## src/u2u_pkg.sv

```systemverilog
package u2u_pkg;

    localparam int unsigned UNIT_W  = 16;
    localparam int unsigned COUNT_W = 16;

    localparam logic [COUNT_W-1:0] CAP_RESET = 16'd512;
    localparam logic [COUNT_W-1:0] UNIT_BYTES = 16'd2;

    localparam logic [7:0] MASK_TWO_LEAD   = 8'h1f;
    localparam logic [7:0] MASK_THREE_LEAD = 8'h0f;
    localparam logic [7:0] MASK_CONT       = 8'h3f;

    localparam logic [1:0] CONT_TAG      = 2'b10;
    localparam logic [2:0] TWO_LEAD_TAG  = 3'b110;
    localparam logic [3:0] THREE_LEAD_TAG = 4'b1110;

    localparam logic [1:0] NEED_ONE = 2'd1;
    localparam logic [1:0] NEED_TWO = 2'd2;

    // results caused by one input byte: an optional code unit, then an optional terminator
    typedef struct packed {
        logic              unit_valid;
        logic [UNIT_W-1:0] unit;
        logic              term_valid;
    } res_pair_t;

endpackage

```

## src/u2u_in_if.sv

```systemverilog
interface u2u_in_if;
    logic       valid;
    logic       ready;
    logic [7:0] in_byte;
    logic       byte_present;
    logic       end_of_text;

    modport source (output valid, output in_byte, output byte_present, output end_of_text,
                    input ready);
    modport sink   (input valid, input in_byte, input byte_present, input end_of_text,
                    output ready);
endinterface

```

## src/u2u_out_if.sv

```systemverilog
interface u2u_out_if;
    logic        valid;
    logic        ready;
    logic [15:0] code_unit;
    logic        is_terminator;
    logic        last_unit;

    modport source (output valid, output code_unit, output is_terminator, output last_unit,
                    input ready);
    modport sink   (input valid, input code_unit, input is_terminator, input last_unit,
                    output ready);
endinterface

```

## src/utf8_to_ucs2_decoder_core.sv

```systemverilog
// utf8 to ucs2 stream decoder
// in_ch carries one utf-8 byte per transfer with byte_present and end_of_text;
// an item with byte_present low and end_of_text high only closes the string.
// out_ch gives 16-bit code units; the closing zero unit has is_terminator and
// last_unit set and follows the final item of every string.
// cfg_wr_en / cfg_wr_data write the output capacity in bytes (reset 512); write
// it only while the block is idle.
// an accepted item is held in the input register and is decoded into the
// result register once that register is free; its first result is offered
// from the result register.
// throughput is one item per cycle while the receiver does not stall and each
// item gives at most one result; an item that gives a code unit and the
// terminator occupies the result register for two output transfers.
// when the receiver stalls, the result register holds and the input register
// takes one more item before in_ch.ready drops.
// reset clears the string state, the pending results and sets the capacity to
// its default.
module utf8_to_ucs2_decoder_core
(
    input  logic        clk,
    input  logic        rst_n,
    input  logic        cfg_wr_en,
    input  logic [15:0] cfg_wr_data,
    u2u_in_if.sink      in_ch,
    u2u_out_if.source   out_ch
);
    import u2u_pkg::*;

    logic       in_valid_reg, in_valid_next;
    logic [7:0] byte_reg;
    logic       present_reg;
    logic       end_reg;
    logic       accept;
    logic       advance;
    logic       out_free;
    res_pair_t  pair;

    assign advance     = in_valid_reg && out_free;
    assign in_ch.ready = !in_valid_reg || out_free;
    assign accept      = in_ch.valid && in_ch.ready;

    always_comb
    begin
        in_valid_next = in_valid_reg;
        if (accept)
        begin
            in_valid_next = 1'b1;
        end
        else if (advance)
        begin
            in_valid_next = 1'b0;
        end
    end

    always_ff @(posedge clk or negedge rst_n)
    begin
        if (!rst_n)
        begin
            in_valid_reg <= 1'b0;
        end
        else
        begin
            in_valid_reg <= in_valid_next;
        end
    end

    always_ff @(posedge clk)
    begin
        if (accept)
        begin
            byte_reg    <= in_ch.in_byte;
            present_reg <= in_ch.byte_present;
            end_reg     <= in_ch.end_of_text;
        end
    end

    u2u_decode u_decode
    (
        .clk          (clk),
        .rst_n        (rst_n),
        .cfg_wr_en    (cfg_wr_en),
        .cfg_wr_data  (cfg_wr_data),
        .step         (advance),
        .in_byte      (byte_reg),
        .byte_present (present_reg),
        .end_of_text  (end_reg),
        .pair         (pair)
    );

    u2u_out_stage u_out_stage
    (
        .clk    (clk),
        .rst_n  (rst_n),
        .load   (advance),
        .pair   (pair),
        .free   (out_free),
        .out_ch (out_ch)
    );

endmodule

```

## src/u2u_decode.sv

```systemverilog
module u2u_decode
(
    input  logic                    clk,
    input  logic                    rst_n,
    input  logic                    cfg_wr_en,
    input  logic [15:0]             cfg_wr_data,
    input  logic                    step,
    input  logic [7:0]              in_byte,
    input  logic                    byte_present,
    input  logic                    end_of_text,
    output u2u_pkg::res_pair_t      pair
);
    import u2u_pkg::*;

    logic [COUNT_W-1:0] cap_reg;
    logic [UNIT_W-1:0]  partial_reg, partial_next;
    logic [1:0]         need_reg, need_next;
    logic [COUNT_W-1:0] emitted_reg, emitted_next;
    logic               full_reg, full_next;
    logic               lead;
    logic               at_cap;

    // capacity check uses the count before this byte; 17 bits so the add cannot wrap
    assign at_cap = ({1'b0, emitted_reg} + {1'b0, UNIT_BYTES}) >= {1'b0, cap_reg};

    always_comb
    begin
        partial_next    = partial_reg;
        need_next       = need_reg;
        emitted_next    = emitted_reg;
        full_next       = full_reg;
        lead            = 1'b0;
        pair.unit_valid = 1'b0;
        pair.unit       = '0;
        pair.term_valid = end_of_text;

        if (byte_present)
        begin
            if (need_reg != 2'd0)
            begin
                if (in_byte[7:6] == CONT_TAG)
                begin
                    partial_next = {partial_reg[UNIT_W-7:0], in_byte[5:0] & MASK_CONT[5:0]};
                    need_next    = need_reg - 2'd1;
                    if (need_next == 2'd0)
                    begin
                        pair.unit_valid = 1'b1;
                        pair.unit       = partial_next;
                        emitted_next    = emitted_reg + UNIT_BYTES;
                        partial_next    = '0;
                    end
                end
                else
                begin
                    // missing continuation: drop the pending form, retry as lead
                    partial_next = '0;
                    need_next    = 2'd0;
                    lead         = 1'b1;
                end
            end
            else
            begin
                lead = 1'b1;
            end
        end

        if (lead && !full_reg)
        begin
            if (at_cap)
            begin
                full_next = 1'b1;
            end
            else if (in_byte[7] == 1'b0)
            begin
                pair.unit_valid = 1'b1;
                pair.unit       = {8'd0, in_byte};
                emitted_next    = emitted_reg + UNIT_BYTES;
            end
            else if (in_byte[7:5] == TWO_LEAD_TAG)
            begin
                partial_next = {8'd0, in_byte & MASK_TWO_LEAD};
                need_next    = NEED_ONE;
            end
            else if (in_byte[7:4] == THREE_LEAD_TAG)
            begin
                partial_next = {8'd0, in_byte & MASK_THREE_LEAD};
                need_next    = NEED_TWO;
            end
        end

        if (end_of_text)
        begin
            partial_next = '0;
            need_next    = 2'd0;
            emitted_next = '0;
            full_next    = 1'b0;
        end
    end

    always_ff @(posedge clk or negedge rst_n)
    begin
        if (!rst_n)
        begin
            cap_reg     <= CAP_RESET;
            partial_reg <= '0;
            need_reg    <= 2'd0;
            emitted_reg <= '0;
            full_reg    <= 1'b0;
        end
        else
        begin
            if (cfg_wr_en)
            begin
                cap_reg <= cfg_wr_data;
            end
            if (step)
            begin
                partial_reg <= partial_next;
                need_reg    <= need_next;
                emitted_reg <= emitted_next;
                full_reg    <= full_next;
            end
        end
    end

endmodule

```

## src/u2u_out_stage.sv

```systemverilog
module u2u_out_stage
(
    input  logic               clk,
    input  logic               rst_n,
    input  logic               load,
    input  u2u_pkg::res_pair_t pair,
    output logic               free,
    u2u_out_if.source          out_ch
);
    import u2u_pkg::*;

    logic              unit_pend_reg, unit_pend_next;
    logic              term_pend_reg, term_pend_next;
    logic [UNIT_W-1:0] unit_reg;
    logic              fire;

    assign out_ch.valid         = unit_pend_reg | term_pend_reg;
    assign out_ch.code_unit     = unit_pend_reg ? unit_reg : '0;
    assign out_ch.is_terminator = !unit_pend_reg;
    assign out_ch.last_unit     = !unit_pend_reg;

    assign fire = out_ch.valid && out_ch.ready;

    // empty now, or the last pending result leaves on this transfer
    assign free = !out_ch.valid || (fire && !(unit_pend_reg && term_pend_reg));

    always_comb
    begin
        unit_pend_next = unit_pend_reg;
        term_pend_next = term_pend_reg;
        if (load)
        begin
            unit_pend_next = pair.unit_valid;
            term_pend_next = pair.term_valid;
        end
        else if (fire)
        begin
            if (unit_pend_reg)
            begin
                unit_pend_next = 1'b0;
            end
            else
            begin
                term_pend_next = 1'b0;
            end
        end
    end

    always_ff @(posedge clk or negedge rst_n)
    begin
        if (!rst_n)
        begin
            unit_pend_reg <= 1'b0;
            term_pend_reg <= 1'b0;
        end
        else
        begin
            unit_pend_reg <= unit_pend_next;
            term_pend_reg <= term_pend_next;
        end
    end

    always_ff @(posedge clk)
    begin
        if (load)
        begin
            unit_reg <= pair.unit;
        end
    end

endmodule

```

## src/flat_wrapper.sv

```systemverilog
// flat-port wrapper written by rule: the top's interface ports become plain ports
module utf8_to_ucs2_decoder_core_flat import u2u_pkg::*;
  (clk, rst_n, cfg_wr_en, cfg_wr_data, in_ch_valid, in_ch_in_byte, in_ch_byte_present, in_ch_end_of_text, in_ch_ready, out_ch_valid, out_ch_code_unit, out_ch_is_terminator, out_ch_last_unit, out_ch_ready);
  u2u_in_if in_ch_i ();
  u2u_out_if out_ch_i ();
  input  logic clk;
  input  logic rst_n;
  input  logic cfg_wr_en;
  input  logic [15:0] cfg_wr_data;
  input wire logic [$bits(in_ch_i.valid)-1:0] in_ch_valid;
  input wire logic [$bits(in_ch_i.in_byte)-1:0] in_ch_in_byte;
  input wire logic [$bits(in_ch_i.byte_present)-1:0] in_ch_byte_present;
  input wire logic [$bits(in_ch_i.end_of_text)-1:0] in_ch_end_of_text;
  output wire logic [$bits(in_ch_i.ready)-1:0] in_ch_ready;
  output wire logic [$bits(out_ch_i.valid)-1:0] out_ch_valid;
  output wire logic [$bits(out_ch_i.code_unit)-1:0] out_ch_code_unit;
  output wire logic [$bits(out_ch_i.is_terminator)-1:0] out_ch_is_terminator;
  output wire logic [$bits(out_ch_i.last_unit)-1:0] out_ch_last_unit;
  input wire logic [$bits(out_ch_i.ready)-1:0] out_ch_ready;
  assign in_ch_i.valid = in_ch_valid;
  assign in_ch_i.in_byte = in_ch_in_byte;
  assign in_ch_i.byte_present = in_ch_byte_present;
  assign in_ch_i.end_of_text = in_ch_end_of_text;
  assign in_ch_ready = in_ch_i.ready;
  assign out_ch_valid = out_ch_i.valid;
  assign out_ch_code_unit = out_ch_i.code_unit;
  assign out_ch_is_terminator = out_ch_i.is_terminator;
  assign out_ch_last_unit = out_ch_i.last_unit;
  assign out_ch_i.ready = out_ch_ready;
  utf8_to_ucs2_decoder_core u_core (.clk(clk), .rst_n(rst_n), .cfg_wr_en(cfg_wr_en), .cfg_wr_data(cfg_wr_data), .in_ch(in_ch_i), .out_ch(out_ch_i));
endmodule
```

## config.mk

```make
export PLATFORM = sky130hd
export DESIGN_NAME = utf8_to_ucs2_decoder_core_flat
export DESIGN_NICKNAME = d
export VERILOG_FILES = /design/src/u2u_pkg.sv /design/src/u2u_in_if.sv /design/src/u2u_out_if.sv /design/src/utf8_to_ucs2_decoder_core.sv /design/src/u2u_decode.sv /design/src/u2u_out_stage.sv /design/src/flat_wrapper.sv
export SDC_FILE = /design/constraint.sdc
export NUM_CORES = 1
export LEC_CHECK = 0
export ABC_AREA = 1
export BUFFER_PORTS_ARGS = -buffer_cell sky130_fd_sc_hd__buf_2
export CAP_MARGIN = 20
export CORE_ASPECT_RATIO = 2
export CORE_MARGIN = 3
export CORE_UTILIZATION = 40
export DETAILED_ROUTE_END_ITERATION = 8
export PLACE_DENSITY = 0.57
export SLEW_MARGIN = 20
export SYNTH_ARGS = -nofsm -noshare
export SYNTH_HDL_FRONTEND = slang
export SYNTH_SLANG_ARGS = --single-unit
```

## constraint.sdc

```tcl
create_clock -name clk -period 3 [get_ports clk]
set_input_delay 0.9 -clock clk [delete_from_list [all_inputs] [get_ports clk]]
set_output_delay 0.9 -clock clk [all_outputs]
set_load 0.01 [all_outputs]
```

; After elaboration in Yosys (flattened, before gate mapping)
; Cells that the tools add are included.
[word_totals]
output_inout_bits = 20
ff_bits = 80
word_cells = 90
[op_classes]
reduce_logical = 21
add_sub_neg = 3
eq_ne = 4
order_cmp = 1
n_mux = 48
bitwise_logic = 1
[ops]
columns = operator, n
row1 = 2-to-1 mux 16 bit, 19
row2 = 2-to-1 mux 17 bit, 7
row3 = 2-to-1 mux 2 bit, 9
row4 = adder 16 x 2 -> 17 bit (second input constant), 1
row5 = >= comparator 17 x 16 -> 1 bit, 1
row6 = adder 16 x 2 -> 16 bit (second input constant), 1
row7 = 2-to-1 mux 1 bit, 13
row8 = nonzero test 2 bit, 5
row9 = logical AND 1 bit, 6
row10 = logical NOT 1 bit, 5
row11 = equality test 4 bit (second input constant), 1
row12 = equality test 3 bit (second input constant), 1
row13 = AND reduction 3 bit, 1
row14 = equality test 2 bit (second input constant), 1
row15 = logical NOT 2 bit, 1
row16 = logical OR 1 bit, 2
row17 = inequality test 2 x 1 -> 1 bit (second input constant), 1
row18 = AND reduction 2 bit, 1
row19 = subtractor 2 x 1 -> 2 bit (second input constant), 1
row20 = bitwise OR 1 bit, 1

; Logic depth before layout (Yosys ltp)
[depth]
depth_word = 12
mapped_depth = 25
ltp_nobuf = 24

; Cells and area by module
; From an unflattened synthesis, not the netlist that was laid out.
[hier_totals]
hier_cells = 586
hier_area_um2 = 4515.6
[by_module_without_submodules]
columns = mod, n_inst, cells_each, area_each_um2, seq_area_each_um2
row1 = u2u_decode, 1, 500, 3419.5, 1102.3
row2 = u2u_out_stage, 1, 68, 743.2, 530.5
row3 = utf8_to_ucs2_decoder_core, 1, 18, 352.8, 325.3

; Worst setup path after synthesis
; Ideal clock, no wire load.
[synth_timing]
path_type = register -> register
startpoint = register u_core.u_decode.emitted_reg[1]
endpoint = register u_core.u_out_stage.unit_reg[0], data pin
arrival_time_ns = 2.708
slack_ns = 0.035
required_ns = 2.743
setup_time_ns = 0.257
stages_incl_launch_ff = 23
path_cell_list = dfrtp_1 > ha_1 > nand2_1 > nor2_1 > nand2_1 > nor2_1 > inv_1 > nor2_1 > inv_1 > o21ai_0 > inv_1 > ha_1 > nand2_1 > inv_1 > nand3_1 > nor2_1 > nand3_2 > nand3_4 > inv_4 > nand2_4 > nand2_1 > inv_1 > nor2_1
[synth_lines]
columns = element, line_no
row1 = start: declaration, u2u_decode.sv:18  ; logic [COUNT_W-1:0] emitted_reg, emitted_next;
row2 = start signal: assignment, u2u_decode.sv:120  ; emitted_reg <= emitted_next;
row3 = end signal: assignment, u2u_out_stage.sv:67  ; unit_reg <= pair.unit;
row4 = end: declaration, u2u_out_stage.sv:14  ; logic [UNIT_W-1:0] unit_reg;

==> results <==
- The class of the most critical setup path is reg2reg.
- The largest clock skew in the final design is 0.00816 ns.
- Subtracting the final worst setup slack from the clock period gives 2.90 ns.
- Ranked by total cell area, the synthesized netlist is headed by dfrtp_1 (26%), edfxtp_1 (17%), nand2_1 (16%).
- The cell area after placement is 5150 µm².
- The number of nets produced by synthesis is 655.
- Setup violations remaining at the end of the flow were counted as 0.
- The first global-routing pass estimated 18700 µm of wire.
- Headroom to the max-slew limit came out at 59.4%.
- The root buffer cell is clkbuf_16.
- The area overhead of the layout relative to synthesis is 26.2%.
- After legalization and detailed placement, the total HPWL measured 8570 µm.
- After floorplanning, the core was sized to cover approximately 11000 µm².
- The global placement routability congestion is 0.870.
- Of the synthesized area, sequential elements account for 43.4%.
- The mean instance size in the synthesized netlist is 7.44 µm².
- The number of filler cells placed in the layout is 1131.
- Traced cell by cell, the critical path runs through ha_2 -> nand2_2 -> nor2_4 -> nand2_2 -> nor2_2 -> inv_2 -> nor2_2 -> inv_2 -> nand2_2 -> inv_1 -> ha_4 -> nand2_2 -> nor2_1 -> nand4_1 -> nor2_2 -> nor2_4 -> nand3_4 -> nor2_4 -> buf_12 -> nand2_1 -> o21ai_0.
- The hold buffer count at cts is 0.
- The worst setup path is launched from a flop.
- CTS built an H-tree with a depth of 3.
- Port buffering added 50 buffers.
- The peak fanout along the critical path is 13.
- The slowest stage of the critical path belongs to the cell dfrtp_1.
- The first-iteration detailed-routing DRC count is roughly 230.
- The count of unresolved DRC violations after routing is 0.
- After synthesis the cells add up to roughly 4500 µm².
- The pre-CTS setup slack is -0.216 ns.
- The hold violation count in the final report was 0.
- 51 I/O pins were placed.
- IR analysis of the VDD net gives a maximum drop of just under 0.4 mV.
- The overall track demand over capacity in global routing is 19.4%.
- The x dimension of the die is around 81 µm.
- The total power divided by cell area is 727 nW/µm².
- For this run, the slowest stage of the critical path takes between 0.3 and 0.4 ns.
- The data required time at the worst endpoint is 3.07 ns.
- At the pin with the least slew margin, the transition time is 0.610 ns.
- The cell internal power dissipation is approximately 2600 µW.
- The height of the chip is between 150 and 200 µm.
- The critical path capture point type is a flop.
- Across the run, the number of max-cap violations was 0.
- The ratio of routed vias to standard cells is between 4 and 5.
- The gate count of the mapped netlist is 606.
- The switching power is ~1600 µW.
- The arrival time at the worst endpoint is 2.97 ns.
- The post-layout net count is 742.
- The Yosys step of the flow raised 0 warnings.
- The initial antenna violation count is 0.
- The clock group share of total power is 25.9%.
- The clock insertion delay at the later pin of the skew report is 0.34 ns.
- The tree built by TritonCTS fans out to between 70 and 80 sinks.
- The flow ran to the end, and the final reports show no timing, DRC or antenna violations.
- The share of layout cells above drive strength 1 is 24.5%.
- The largest net degree at the start of global routing is 33.
- The fraction of the cycle the final worst path needs is approximately 97%.
- The number of buffers on the longest clock path is 2.
- The wire length reported by the detailed router is 11100 µm.
- The leakage power is 0.00305 µW.
- After routing the design area is roughly 5700 µm².
- The total CTS buffers is 9.
- The count of inserted antenna diode cells is 0.
- Setup repair after global routing could not meet its margin everywhere.
- The cell that appears most often on the critical path is nand2_2.
- Dividing the detail-routed wire length by the instance count gives 13.2 µm.
- The total via count in the routed design is slightly above 4000.
- The total global routing overflow is 0.
- Synthesis inferred 73 register bits.
- In this run the biggest area consumer among cell types represents 25.5% of the synthesized area.
- The clock-pin slew reported for the worst setup and hold paths after clock tree synthesis is 0.06 ns.
- The post-layout worst setup margin is between 0.1 and 0.15 ns.
- In this run switching power makes up 38.2% of total power.
- The path class of the lowest-slack min-delay path is reg2reg.
- The overall die area is approximately 13000 µm².
- The maximum clock frequency is 0.345 GHz.
- The largest total area in the synthesized netlist belongs to dfrtp_1.
- After synthesis, the netlist uses 37 different library cells.
- The first TritonRoute pass finished after 4 iterations.
- The share of total power in sequential cells is roughly a third.
- After floorplanning, the core was divided into 54 placement rows.
- The TritonCTS clock tree is done.
- The initial core utilization is 41.2%.
- The final max-slew violation count is 0.
- The via count of the first global-routing pass was 4095.
- Once detail routing completed, the nets flagged for antenna violations numbered 0.
- The share of power burned in combinational logic is around two fifths.
==> through the flow <==
stage	instances	util (%)	setup TNS (ns)	hold WS (ns)	total power, µW
after floorplan	606	-	0	0.445	2440
after global placement	816	47.1	-2.75	0.477	2950
after detailed placement	816	47.1	-5.40	0.475	2990
after CTS	836	50.6	0	0.484	4120
after global routing	838	52.0	-2.71	0.507	4460
final	838	52.0	0	0.491	4140
==> metal layers <==
metal  vias up  track usage, %  wire length, µm
li1       2051               -                -
met1      1921            18.6             3800
met2       106            37.3             6460
met3        28            2.83              398
met4         0            10.7              443
met5         -               0                0
==> cell type report <==
class                   instances  area [µm²]  area share (%)
multi-input cells             394        2180            38.3
flip-flops and latches         73        1960            34.4
repair buffers                 94         624            11.0
inverters                     121         459            8.06
clock buffers                  10         229            4.02
well taps                     140         175            3.08
clock inverters                 6        67.6            1.19
==> placed cells by master (no fill, tap or decap), types with 3 or more instances in the layout <==
cell type / instances
inv_1: 110
nand2_4: 3
ha_1: 14
nor2_1: 33
inv_2: 9
o32ai_1: 6
ha_4: 3
nand2_1: 183
buf_4: 37
o211ai_1: 3
dfrtp_1: 46
nor3_1: 5
buf_6: 5
nand2_2: 9
or2_2: 3
a21oi_1: 11
buf_2: 50
edfxtp_1: 26
nand3_1: 32
xor2_1: 7
nor2_2: 10
nand3_4: 4
o21ai_1: 4
clkbuf_16: 9
nor2_4: 6
nand4_1: 6
xor2_2: 3
o21ai_0: 34
==> path summary, 6_finish.rpt <==
| kind | startpoint | to | slack (ns) | cells past startpoint |
|---|---|---|---|---|
| min in group asynchronous | rst_n | u_core.u_decode.cap_reg[12] | 0.57 | 1 |
| worst max-delay path | u_core.u_decode.emitted_reg[1] | u_core.u_out_stage.unit_reg[6] | 0.10 | 21 |
| worst min-delay path | u_core.end_reg | u_core.u_decode.full_reg | 0.49 | 1 |
| worst min register to register | u_core.end_reg | u_core.u_decode.full_reg | 0.49 | 1 |
| worst max register to register | u_core.u_decode.emitted_reg[1] | u_core.u_out_stage.unit_reg[6] | 0.10 | 21 |
| max in group asynchronous | rst_n | u_core.u_decode.cap_reg[9] | 1.81 | 2 |
==> logic make-up after synthesis <==
group | Yosys count | synth area share (%)
AO/OA/AOI/OAI | 66 | 8.18
XOR/XNOR | 12 | 2.33
adder cells (fa/ha/maj) | 18 | 4.99
buffers and inverters | 139 | 12.2
flip-flops | 73 | 43.4
AND/OR/NAND/NOR | 298 | 28.9
==> repair_timing <==
action                     in CTS  in global routing
buffers inserted                4                  2
resized for setup              22                 31
pin swaps                       9                 13
setup endpoints to repair      36                 36
==> critical path: cells and delay by family (launching register included) <==
| kind | cells | cell delay [ns] |
|---|---|---|
| AND/OR/NAND/NOR | 14 | 1.38 |
| flip-flops | 1 | 0.37 |
| AO/OA/AOI/OAI | 1 | 0.09 |
| adder cells (fa/ha/maj) | 2 | 0.46 |
| buffers and inverters | 4 | 0.33 |
==> Yosys cell counts (all sizes together) <==
cell type,number
dfstp,1
buf,8
nor3,5
xor2,10
clkbuf,10
o21bai,1
or2,3
nor2,50
nand2,195
edfxtp,26
o31ai,1
a31oi,1
inv,121
o32ai,6
ha,18
a21boi,1
o21ai,40
xnor2,2
nand3,38
nand4,7
o211ai,3
a21oi,13
dfrtp,46
==> power by group through the flow <==
stage	Combinational [µW]	Sequential [µW]	Clock, µW
after global routing	1860	1460	1140
after floorplan	1020	1420	0
after CTS	1600	1420	1100
after global placement	1510	1440	0
after detailed placement	1550	1440	0
final	1640	1430	1070
No activity file was read; power rests on OpenSTA's default activity.
